===== config.mk =====
export PLATFORM = sky130hd
export DESIGN_NAME = mip_chain_layout_calculator_top
export DESIGN_NICKNAME = d
export VERILOG_FILES = /design/src/design/mclc_pkg.sv /design/src/design/mclc_front.sv /design/src/design/mclc_queue.sv /design/src/design/mclc_back.sv /design/src/design/mip_chain_layout_calculator_top.sv
export SDC_FILE = /design/constraint.sdc
export NUM_CORES = 2
export LEC_CHECK = 0
export BUFFER_PORTS_ARGS = -buffer_cell sky130_fd_sc_hd__buf_2
export CORE_MARGIN = 2
export CORE_UTILIZATION = 60
export CTS_CLUSTER_SIZE = 16
export DETAILED_ROUTE_END_ITERATION = 8
export GPL_ROUTABILITY_DRIVEN = 0
export MAX_ROUTING_LAYER = met4
export PLACE_DENSITY = 0.8
export SLEW_MARGIN = 10
export SYNTH_ARGS = -nofsm -noshare
export SYNTH_HDL_FRONTEND = slang
export SYNTH_HIERARCHICAL = 1
export SYNTH_SLANG_ARGS = --single-unit

===== constraint.sdc =====
create_clock -name aclk -period 10.2 [get_ports aclk]
set_clock_uncertainty 0.1 [all_clocks]
set_input_delay 0.51 -clock aclk [delete_from_list [all_inputs] [get_ports aclk]]
set_output_delay 0.51 -clock aclk [all_outputs]
set_load 0.1 [all_outputs]

===== src/design/mclc_pkg.sv =====
package mclc_pkg;

    // Field widths
    localparam int OFFSET_W    = 48;
    localparam int BYTES_W     = 40;
    localparam int ROW_W       = 19;
    localparam int DIM_W       = 15;
    localparam int DEPTH_W     = 12;
    localparam int LEVEL_W     = 4;
    localparam int KIND_W      = 2;
    localparam int BPP_W       = 8;
    localparam int BDIM_W      = 3;

    // Exact internal widths
    localparam int RAW_ROW_W   = DIM_W + BPP_W;          // width * bits per pixel
    localparam int ROW_EXACT_W = RAW_ROW_W - 3;          // ceil of that over 8
    localparam int PROD1_W     = ROW_EXACT_W + DIM_W;    // row bytes * rows
    localparam int PROD2_W     = PROD1_W + DEPTH_W;      // times depth
    localparam int MUL_A_W     = PROD1_W;
    localparam int MUL_B_W     = DIM_W;

    // Default mip level limit
    localparam int MAX_LEVELS_DEF = 15;

    // Descriptor queue depth (power of two)
    localparam int Q_DEPTH = 2;
    localparam int Q_PTR_W = $clog2(Q_DEPTH);
    localparam int Q_CNT_W = $clog2(Q_DEPTH + 1);

    // Configuration port
    localparam int PADDR_W = 4;
    localparam int PDATA_W = 64;
    localparam logic CFG_IDX_DATA_SIZE = 1'b0;

    // Block dimension codes
    localparam logic [BDIM_W-1:0] BDIM_PIXEL = 3'd1;
    localparam logic [BDIM_W-1:0] BDIM_BLOCK = 3'd4;

    typedef enum logic [KIND_W-1:0] {
        KIND_RAW  = 2'd0,
        KIND_BC8  = 2'd1,
        KIND_BC16 = 2'd2,
        KIND_RSVD = 2'd3
    } block_kind_t;

    typedef enum logic [2:0] {
        BK_IDLE,
        BK_ROW,
        BK_MUL_ROWS,
        BK_MUL_DEPTH,
        BK_EMIT,
        BK_STICKY
    } back_state_t;

    typedef struct packed {
        logic                 first_slice;
        logic [DIM_W-1:0]     base_width;
        logic [DIM_W-1:0]     base_height;
        logic [DEPTH_W-1:0]   base_depth;
        logic [LEVEL_W-1:0]   level_count;
        logic [KIND_W-1:0]    block_kind;
        logic [BPP_W-1:0]     bits_per_pixel;
    } in_item_t;

    typedef struct packed {
        logic [OFFSET_W-1:0]  byte_offset;
        logic [BYTES_W-1:0]   level_bytes;
        logic [ROW_W-1:0]     row_bytes;
        logic [DIM_W-1:0]     level_width;
        logic [DIM_W-1:0]     level_height;
        logic [DEPTH_W-1:0]   level_depth;
        logic [BDIM_W-1:0]    block_dim;
        logic                 overrun;
        logic                 last;
    } out_item_t;

    // Classified work descriptor between front and back
    typedef struct packed {
        logic                 first;
        logic [DIM_W-1:0]     width;
        logic [DIM_W-1:0]     height;
        logic [DEPTH_W-1:0]   depth;
        logic [LEVEL_W-1:0]   levels;
        logic                 blocked;
        logic                 wide_block;
        logic [BPP_W-1:0]     bpp;
    } desc_t;

endpackage


===== src/design/mclc_front.sv =====
module mclc_front #(
    parameter int MAX_LEVELS = mclc_pkg::MAX_LEVELS_DEF
) (
    input  mclc_pkg::in_item_t s_data,
    output mclc_pkg::desc_t    desc
);
    import mclc_pkg::*;

    logic [LEVEL_W-1:0] levels_min;
    logic               blocked;
    logic               wide_block;

    // Decode format class; the reserved code acts as 16-byte blocks
    always_comb begin
        unique case (block_kind_t'(s_data.block_kind))
            KIND_RAW: begin
                blocked    = 1'b0;
                wide_block = 1'b0;
            end
            KIND_BC8: begin
                blocked    = 1'b1;
                wide_block = 1'b0;
            end
            KIND_BC16, KIND_RSVD: begin
                blocked    = 1'b1;
                wide_block = 1'b1;
            end
            default: begin
                blocked    = 1'b1;
                wide_block = 1'b1;
            end
        endcase
    end

    // Clamp level count to one at least and the limit at most
    assign levels_min = (s_data.level_count == '0) ? LEVEL_W'(1) : s_data.level_count;

    always_comb begin
        desc.first      = s_data.first_slice;
        desc.width      = s_data.base_width;
        desc.height     = s_data.base_height;
        desc.depth      = s_data.base_depth;
        desc.blocked    = blocked;
        desc.wide_block = wide_block;
        desc.bpp        = s_data.bits_per_pixel;
        if ((LEVEL_W + 1)'(levels_min) > (LEVEL_W + 1)'(MAX_LEVELS)) begin
            desc.levels = LEVEL_W'(MAX_LEVELS);
        end else begin
            desc.levels = levels_min;
        end
    end

endmodule


===== src/design/mclc_queue.sv =====
module mclc_queue (
    input  logic              aclk,
    input  logic              aresetn,
    input  logic              push,
    input  mclc_pkg::desc_t   push_data,
    output logic              full,
    input  logic              pop,
    output mclc_pkg::desc_t   pop_data,
    output logic              nonempty
);
    import mclc_pkg::*;

    desc_t              slot_reg [Q_DEPTH];
    logic [Q_PTR_W-1:0] wr_ptr_reg;
    logic [Q_PTR_W-1:0] rd_ptr_reg;
    logic [Q_CNT_W-1:0] count_reg;
    logic [Q_PTR_W-1:0] wr_ptr_next;
    logic [Q_PTR_W-1:0] rd_ptr_next;
    logic [Q_CNT_W-1:0] count_next;

    assign full     = (count_reg == Q_CNT_W'(Q_DEPTH));
    assign nonempty = (count_reg != '0);
    assign pop_data = slot_reg[rd_ptr_reg];

    // Advance pointers and occupancy
    always_comb begin
        wr_ptr_next = push ? wr_ptr_reg + 1'b1 : wr_ptr_reg;
        rd_ptr_next = pop  ? rd_ptr_reg + 1'b1 : rd_ptr_reg;
        count_next  = count_reg;
        if (push && !pop) begin
            count_next = count_reg + 1'b1;
        end else if (pop && !push) begin
            count_next = count_reg - 1'b1;
        end
    end

    always_ff @(posedge aclk) begin
        if (!aresetn) begin
            wr_ptr_reg <= '0;
            rd_ptr_reg <= '0;
            count_reg  <= '0;
        end else begin
            wr_ptr_reg <= wr_ptr_next;
            rd_ptr_reg <= rd_ptr_next;
            count_reg  <= count_next;
        end
    end

    // Store incoming descriptor
    always_ff @(posedge aclk) begin
        if (push) begin
            slot_reg[wr_ptr_reg] <= push_data;
        end
    end

endmodule


===== src/design/mclc_back.sv =====
module mclc_back (
    input  logic                              aclk,
    input  logic                              aresetn,
    input  mclc_pkg::desc_t                   desc,
    input  logic                              desc_valid,
    output logic                              desc_pop,
    input  logic [mclc_pkg::OFFSET_W-1:0]     data_size,
    output mclc_pkg::out_item_t               m_data,
    output logic                              m_valid,
    input  logic                              m_ready
);
    import mclc_pkg::*;

    back_state_t              state_reg, state_next;
    desc_t                    cur_reg, cur_next;
    logic [LEVEL_W-1:0]       lvl_reg, lvl_next;
    logic [OFFSET_W-1:0]      run_reg, run_next;
    logic                     err_reg, err_next;
    logic [ROW_EXACT_W-1:0]   row_reg, row_next;
    logic [DIM_W-1:0]         rows_reg, rows_next;
    logic [PROD2_W-1:0]       mul_reg, mul_next;
    logic                     out_valid_reg, out_valid_next;
    out_item_t                out_reg, out_next;

    logic [MUL_A_W-1:0]           mul_a;
    logic [MUL_B_W-1:0]           mul_b;
    logic [MUL_A_W+MUL_B_W-1:0]   mul_prod;
    logic [RAW_ROW_W-1:0]         raw_prod;
    logic [RAW_ROW_W-1:0]         raw_round;
    logic [DIM_W:0]               bw_sum;
    logic [DIM_W:0]               bh_sum;
    logic [ROW_EXACT_W-1:0]       row_calc;
    logic [DIM_W-1:0]             rows_calc;
    logic [OFFSET_W:0]            end_sum;
    logic                         over;
    logic                         last_level;
    logic                         out_free;
    logic [DIM_W-1:0]             w_half;
    logic [DIM_W-1:0]             h_half;
    logic [DEPTH_W-1:0]           d_half;
    out_item_t                    level_out;

    // Shared size multiplier
    assign mul_prod = mul_a * mul_b;

    // Row bytes and row count of the current level
    assign raw_prod  = RAW_ROW_W'(cur_reg.width) * RAW_ROW_W'(cur_reg.bpp);
    assign raw_round = raw_prod + RAW_ROW_W'(7);
    assign bw_sum    = (DIM_W + 1)'(cur_reg.width) + (DIM_W + 1)'(3);
    assign bh_sum    = (DIM_W + 1)'(cur_reg.height) + (DIM_W + 1)'(3);

    always_comb begin
        if (cur_reg.blocked) begin
            if (cur_reg.wide_block) begin
                row_calc = ROW_EXACT_W'({bw_sum[DIM_W:2], 4'b0});
            end else begin
                row_calc = ROW_EXACT_W'({bw_sum[DIM_W:2], 3'b0});
            end
            rows_calc = DIM_W'(bh_sum[DIM_W:2]);
        end else begin
            row_calc  = raw_round[RAW_ROW_W-1:3];
            rows_calc = cur_reg.height;
        end
    end

    // End of level and overrun test
    assign end_sum    = (OFFSET_W + 1)'(run_reg) + (OFFSET_W + 1)'(mul_reg);
    assign over       = end_sum > {1'b0, data_size};
    assign last_level = (lvl_reg == cur_reg.levels - 1'b1);
    assign out_free   = !out_valid_reg || m_ready;

    // Halve dimensions with a floor of one
    assign w_half = (cur_reg.width  >> 1) == '0 ? DIM_W'(1)   : cur_reg.width  >> 1;
    assign h_half = (cur_reg.height >> 1) == '0 ? DIM_W'(1)   : cur_reg.height >> 1;
    assign d_half = (cur_reg.depth  >> 1) == '0 ? DEPTH_W'(1) : cur_reg.depth  >> 1;

    // Result of the current level, sizes saturated to field range
    always_comb begin
        level_out.byte_offset  = run_reg;
        level_out.level_bytes  = (|mul_reg[PROD2_W-1:BYTES_W]) ? '1 : mul_reg[BYTES_W-1:0];
        level_out.row_bytes    = row_reg[ROW_EXACT_W-1] ? '1 : row_reg[ROW_W-1:0];
        level_out.level_width  = cur_reg.width;
        level_out.level_height = cur_reg.height;
        level_out.level_depth  = cur_reg.depth;
        level_out.block_dim    = cur_reg.blocked ? BDIM_BLOCK : BDIM_PIXEL;
        level_out.overrun      = over;
        level_out.last         = over || last_level;
    end

    // Sequence one item level by level
    always_comb begin
        state_next     = state_reg;
        cur_next       = cur_reg;
        lvl_next       = lvl_reg;
        run_next       = run_reg;
        err_next       = err_reg;
        row_next       = row_reg;
        rows_next      = rows_reg;
        mul_next       = mul_reg;
        out_valid_next = out_valid_reg && !m_ready;
        out_next       = out_reg;
        desc_pop       = 1'b0;
        mul_a          = '0;
        mul_b          = '0;

        unique case (state_reg)
            BK_IDLE: begin
                if (desc_valid) begin
                    desc_pop = 1'b1;
                    cur_next = desc;
                    lvl_next = '0;
                    if (desc.first) begin
                        run_next   = '0;
                        err_next   = 1'b0;
                        state_next = BK_ROW;
                    end else if (err_reg) begin
                        state_next = BK_STICKY;
                    end else begin
                        state_next = BK_ROW;
                    end
                end
            end
            BK_ROW: begin
                row_next   = row_calc;
                rows_next  = rows_calc;
                state_next = BK_MUL_ROWS;
            end
            BK_MUL_ROWS: begin
                mul_a      = MUL_A_W'(row_reg);
                mul_b      = rows_reg;
                mul_next   = PROD2_W'(mul_prod);
                state_next = BK_MUL_DEPTH;
            end
            BK_MUL_DEPTH: begin
                mul_a      = mul_reg[MUL_A_W-1:0];
                mul_b      = MUL_B_W'(cur_reg.depth);
                mul_next   = PROD2_W'(mul_prod);
                state_next = BK_EMIT;
            end
            BK_EMIT: begin
                if (out_free) begin
                    out_valid_next = 1'b1;
                    out_next       = level_out;
                    if (over) begin
                        err_next   = 1'b1;
                        state_next = BK_IDLE;
                    end else begin
                        run_next = end_sum[OFFSET_W-1:0];
                        if (last_level) begin
                            state_next = BK_IDLE;
                        end else begin
                            cur_next.width  = w_half;
                            cur_next.height = h_half;
                            cur_next.depth  = d_half;
                            lvl_next        = lvl_reg + 1'b1;
                            state_next      = BK_ROW;
                        end
                    end
                end
            end
            BK_STICKY: begin
                if (out_free) begin
                    out_valid_next         = 1'b1;
                    out_next.byte_offset   = run_reg;
                    out_next.level_bytes   = '0;
                    out_next.row_bytes     = '0;
                    out_next.level_width   = '0;
                    out_next.level_height  = '0;
                    out_next.level_depth   = '0;
                    out_next.block_dim     = BDIM_PIXEL;
                    out_next.overrun       = 1'b1;
                    out_next.last          = 1'b1;
                    state_next             = BK_IDLE;
                end
            end
            default: begin
                state_next = BK_IDLE;
            end
        endcase
    end

    // Control state
    always_ff @(posedge aclk) begin
        if (!aresetn) begin
            state_reg     <= BK_IDLE;
            run_reg       <= '0;
            err_reg       <= 1'b0;
            out_valid_reg <= 1'b0;
        end else begin
            state_reg     <= state_next;
            run_reg       <= run_next;
            err_reg       <= err_next;
            out_valid_reg <= out_valid_next;
        end
    end

    // Working payload
    always_ff @(posedge aclk) begin
        cur_reg  <= cur_next;
        lvl_reg  <= lvl_next;
        row_reg  <= row_next;
        rows_reg <= rows_next;
        mul_reg  <= mul_next;
        out_reg  <= out_next;
    end

    assign m_valid = out_valid_reg;
    assign m_data  = out_reg;

endmodule


===== src/design/mip_chain_layout_calculator_top.sv =====
// Mip chain layout calculator.
// Input channel (s_valid/s_ready/s_data): one transfer per array slice with
// base size, level count and format class. Result channel (m_valid/m_ready/
// m_data): one transfer per mip level with offset, size, row bytes and
// dimensions; last marks the final level of a slice. An overrun ends the run
// early and, until a slice with first_slice set, every slice gets one
// overrun result. data_size is written through the APB port at address 0
// (64-bit data, upper 16 bits ignored); the user must write it only while
// the block is idle, which the block itself does not enforce. A slice is
// taken off the queue, then each level runs the row bytes step, two passes
// through the shared size multiplier and the offset add and compare; a
// sticky overrun slice skips these steps and gives its one result.
// A two-entry queue holds classified slices, so input transfers continue
// while the back end works. When the receiver stalls the result register
// holds its transfer and the back end waits at its next result.
// Reset clears the running offset, the error flag, data_size, the queue and
// the result valid flag.
module mip_chain_layout_calculator_top #(
    parameter int MAX_LEVELS = mclc_pkg::MAX_LEVELS_DEF
) (
    input  logic                              aclk,
    input  logic                              aresetn,
    input  logic                              s_valid,
    output logic                              s_ready,
    input  mclc_pkg::in_item_t                s_data,
    output logic                              m_valid,
    input  logic                              m_ready,
    output mclc_pkg::out_item_t               m_data,
    input  logic                              psel,
    input  logic                              penable,
    input  logic                              pwrite,
    input  logic [mclc_pkg::PADDR_W-1:0]      paddr,
    input  logic [mclc_pkg::PDATA_W-1:0]      pwdata,
    output logic [mclc_pkg::PDATA_W-1:0]      prdata,
    output logic                              pready
);
    import mclc_pkg::*;

    logic [OFFSET_W-1:0] data_size_reg;
    logic [OFFSET_W-1:0] data_size_next;
    logic                reg_sel;
    desc_t               front_desc;
    desc_t               queue_desc;
    logic                queue_full;
    logic                queue_nonempty;
    logic                queue_pop;
    logic                queue_push;

    // Register decode
    assign pready  = 1'b1;
    assign reg_sel = (paddr[PADDR_W-1] == CFG_IDX_DATA_SIZE);
    assign prdata  = reg_sel ? PDATA_W'(data_size_reg) : '0;

    always_comb begin
        data_size_next = data_size_reg;
        if (psel && penable && pwrite && pready && reg_sel) begin
            data_size_next = pwdata[OFFSET_W-1:0];
        end
    end

    always_ff @(posedge aclk) begin
        if (!aresetn) begin
            data_size_reg <= '0;
        end else begin
            data_size_reg <= data_size_next;
        end
    end

    // Accept a slice whenever the queue has room
    assign s_ready    = !queue_full;
    assign queue_push = s_valid && !queue_full;

    mclc_front #(
        .MAX_LEVELS (MAX_LEVELS)
    ) u_front (
        .s_data (s_data),
        .desc   (front_desc)
    );

    mclc_queue u_queue (
        .aclk      (aclk),
        .aresetn   (aresetn),
        .push      (queue_push),
        .push_data (front_desc),
        .full      (queue_full),
        .pop       (queue_pop),
        .pop_data  (queue_desc),
        .nonempty  (queue_nonempty)
    );

    mclc_back u_back (
        .aclk       (aclk),
        .aresetn    (aresetn),
        .desc       (queue_desc),
        .desc_valid (queue_nonempty),
        .desc_pop   (queue_pop),
        .data_size  (data_size_reg),
        .m_data     (m_data),
        .m_valid    (m_valid),
        .m_ready    (m_ready)
    );

endmodule


==> summary.md <==
| Metric | Value |
|---|---|
| WL final | 113,000 µm |
| EDFF count, synth | 409 |
| Die Width | 274 µm |
| Global-route wire length before repair | 178,000 µm |
| Post-synth cell types | 90 |
| Most common cell in the netlist | nand2_1 |
| Max Fclk | 116 MHz |
| Clock latency on the worst-skew pair | 0.62 ns |
| LEAKAGE | 20.6 nW |
| Post-DRT Antenna Nets | 0 |
| Largest family of logic cells by synthesized area | adder cells |
| CP max FO | 37 |
| Cell area after layout | 47,900 µm² |
| Max reg flops | 153 |
| Setup ws final | 1.55 ns |
| Layout cells sized above 1 | 12.1% |
| Pwr dens | 302 nW/µm² |
| Non-filler cells, final | 5,600 |
| Row count | 99 |
| Unrepaired setup endpoints after global routing | no |
| Wirelength per Cell | 20.1 µm |
| Number of global-route vias before repair | 32.7k |
| I/O pin count | 353 |
| Tmin final | 8.65 ns |
| Top-area cell type share of the netlist area | 28.0% |
| CTS Buf Count | 50 |
| Cells after synthesis | 4,372 |
| Number of synthesized register bits | 515 |
| Fraction of synthesized cell area in xor and xnor cells | 2.59% |
| Warnings, synthesis | 6 |
| Cell area after synthesis | 43,900 µm² |
| Cell chosen for the clock root | clkbuf_16 |
| Worst-path clk slew | 0.07 ns |
| # Post-CTS Setup Buffers | 0 |
| Worst path arrival time | 8.89 ns |
| Leading post-synthesis cells by cell area | edfxtp_1 28%, fa_1 23%, ha_1 6.8% |
| Pre-CTS WS | 1.72 ns |
| Post-synth top cells | 593 x nand2_1, 582 x inv_1, 503 x fa_1 |
| Area grow syn2layout | 9.27% |
| Worst slew margin | 20.6% |
| Fin crit share | 84.8% |
| Avg Synthesized Cell Area | 10.0 µm² |
| Placed Instances | 5,455 |
| Drt pass-1 iters | 6 |
| CTS resizes | 0 |
| Fin. Hold Viols | 0 |
| Status | finished, final reports clean |
| Hold Path Class | in2reg |
| Worst slew pin tran | 1.18 ns |
| Top FF cell, synth | edfxtp_1 |
| Vias | 32.5k |
| Simple-gate share of the synthesized area | 15.0% |
| Drt via density | 5.80 |
| Overall power | 14.5 mW |
| Pin count of the biggest net entering global routing | 95 |
| Critical Path Sink Type | register |
| DP Wirelength | 86,300 µm |
| Initial Util | 60.4% |
| Synth Area in Compound Gates | 8.27% |
| GRT Residual Overflow | 0 |
| Initial antenna violation count | 3 |
| Post-cts hold buffer count | 48 |
| Placed cell areas | 45,800 µm² |
| Max-cap violations | 0 |
| Max Buffers Root-to-Sink | 3 |
| Synth Area in Adders | 29.7% |
| Remaining DRCs | 0 |
| Worst vdd ir | 0.000829 V |
| CP startpoint kind | register |
| Critical Path RT | 10.44 ns |
| Post-synthesis mux area share | 3.41% |
| Initial DRC count | 2,963 |
| Async SR Flop Fraction | 0% |
| Post-synth top area cell | edfxtp_1 |
| Core area | 72,700 µm² |
| CTS tree | done |
| Final TNS setup | 0 ns |
| Die Ht | 274 µm |
| Net count, final | 5,469 |
| Final setup viols | 0 |
| Port Buffers | 315 |
| CP Class | reg2reg |
| Clk sinks | 515 |
| Post-synthesis sequential area ratio | 32.8% |
| DIE AREA | 75,300 µm² |
| Global Route Usage Sum | 31.3% |
| Slew Limit Fails | 0 |
| Number of H-tree levels | 2 |
[metal layers]
metal  track usage [%]  vias to the layer above  routed length (µm)
li1                  -                    14600                   -
met1              39.4                    16000               43400
met2              50.7                     1665               54500
met3              5.43                      301                9940
met4              12.3                        0                4760
met5                 -                        -                   0
[worst max-delay path, stage by stage (launching register included)]
cell     delay (ns)
dfxtp_2        0.70
buf_4          0.52
mux2_2         0.40
nand2_1        0.39
nor2_1         0.13
fa_1           0.54
inv_1          0.05
fa_1           0.53
inv_1          0.05
fa_1           0.50
inv_1          0.05
fa_1           0.53
inv_1          0.05
fa_1           0.47
inv_1          0.05
fa_1           0.47
inv_1          0.04
ha_1           0.36
nand3_1        0.17
or2_0          0.26
nor3b_1        0.33
nor4_1         0.14
o21ai_2        0.26
a21oi_1        0.17
o31ai_1        0.33
a21oi_1        0.20
o41ai_1        0.45
xnor2_1        0.10
[through the flow]
step	hold slack (ns)	utilization, %
3_5_place_dp	0.350	63.0
4_1_cts	0.000949	65.9
2_1_floorplan	0.334	-
6_report	0.0266	65.9
5_1_grt	0.00449	65.9
3_3_place_gp	0.349	63.0
[cell usage in the layout, fill, tap and decap left out, drive strengths merged, types with 19 or more instances in the layout]
master | Yosys | routed
o21bai | 21 | 21
a21oi | 134 | 134
edfxtp | 409 | 409
inv | 582 | 582
o21a | 76 | 76
and2 | 134 | 134
mux2i | 56 | 56
fa | 503 | 503
nand4 | 19 | 19
nand2b | 31 | 31
nor2 | 358 | 358
a21o | 64 | 64
buf | 96 | 353
o21ai | 79 | 79
mux2 | 83 | 83
nor2b | 62 | 62
conb | 4 | 57
xnor2 | 82 | 82
dlygate4sd3 | 0 | 48
clkinv | 0 | 25
clkbuf | 186 | 55
ha | 238 | 238
nor3 | 35 | 35
xor2 | 47 | 47
and3 | 36 | 36
dfxtp | 106 | 106
nand3 | 122 | 122
a21boi | 37 | 37
nand2 | 593 | 593
[worst paths after layout]
path                            cells past startpoint                 from  slack [ns]                       to
worst max register to register                     27  u_back/state_reg[0]        1.55       u_back/mul_reg[46]
worst min register to register                      0   u_back/run_reg[33]        0.37       u_back/m_data[139]
worst max-delay path                               27  u_back/state_reg[0]        1.55       u_back/mul_reg[46]
worst min-delay path                                1           s_data[42]        0.03  u_queue/slot_reg[1][42]
[area by class of cell]
class / instances / area (µm²)
timing repair buffer: 401 / 2360
multi-input combinational: 3046 / 26200
inverter: 582 / 2190
clock inverter: 39 / 350
antenna: 3 / 7.51
sequential: 515 / 14400
tap: 959 / 1200
fill: 5440 / 24800
clock buffer: 55 / 1280
[power breakdown]
group / internal, mW / total [mW] / switching (mW)
registers: 2.99 / 3.60 / 0.613
logic: 3.54 / 9.06 / 5.52
clock network: 0.995 / 1.83 / 0.832
[cell families (layout without fill, tap and decap cells)]
| logic type | after synthesis | count (layout) |
|---|---|---|
| simple gates | 1450 | 1450 |
| buf+inv | 864 | 1077 |
| fa+ha+maj | 741 | 741 |
| compound gates | 530 | 530 |
| flops | 515 | 515 |
| mux | 139 | 139 |
| xor+xnor | 129 | 129 |
| other cells | 4 | 60 |
Note: power is estimated with default switching activity, not from simulation.
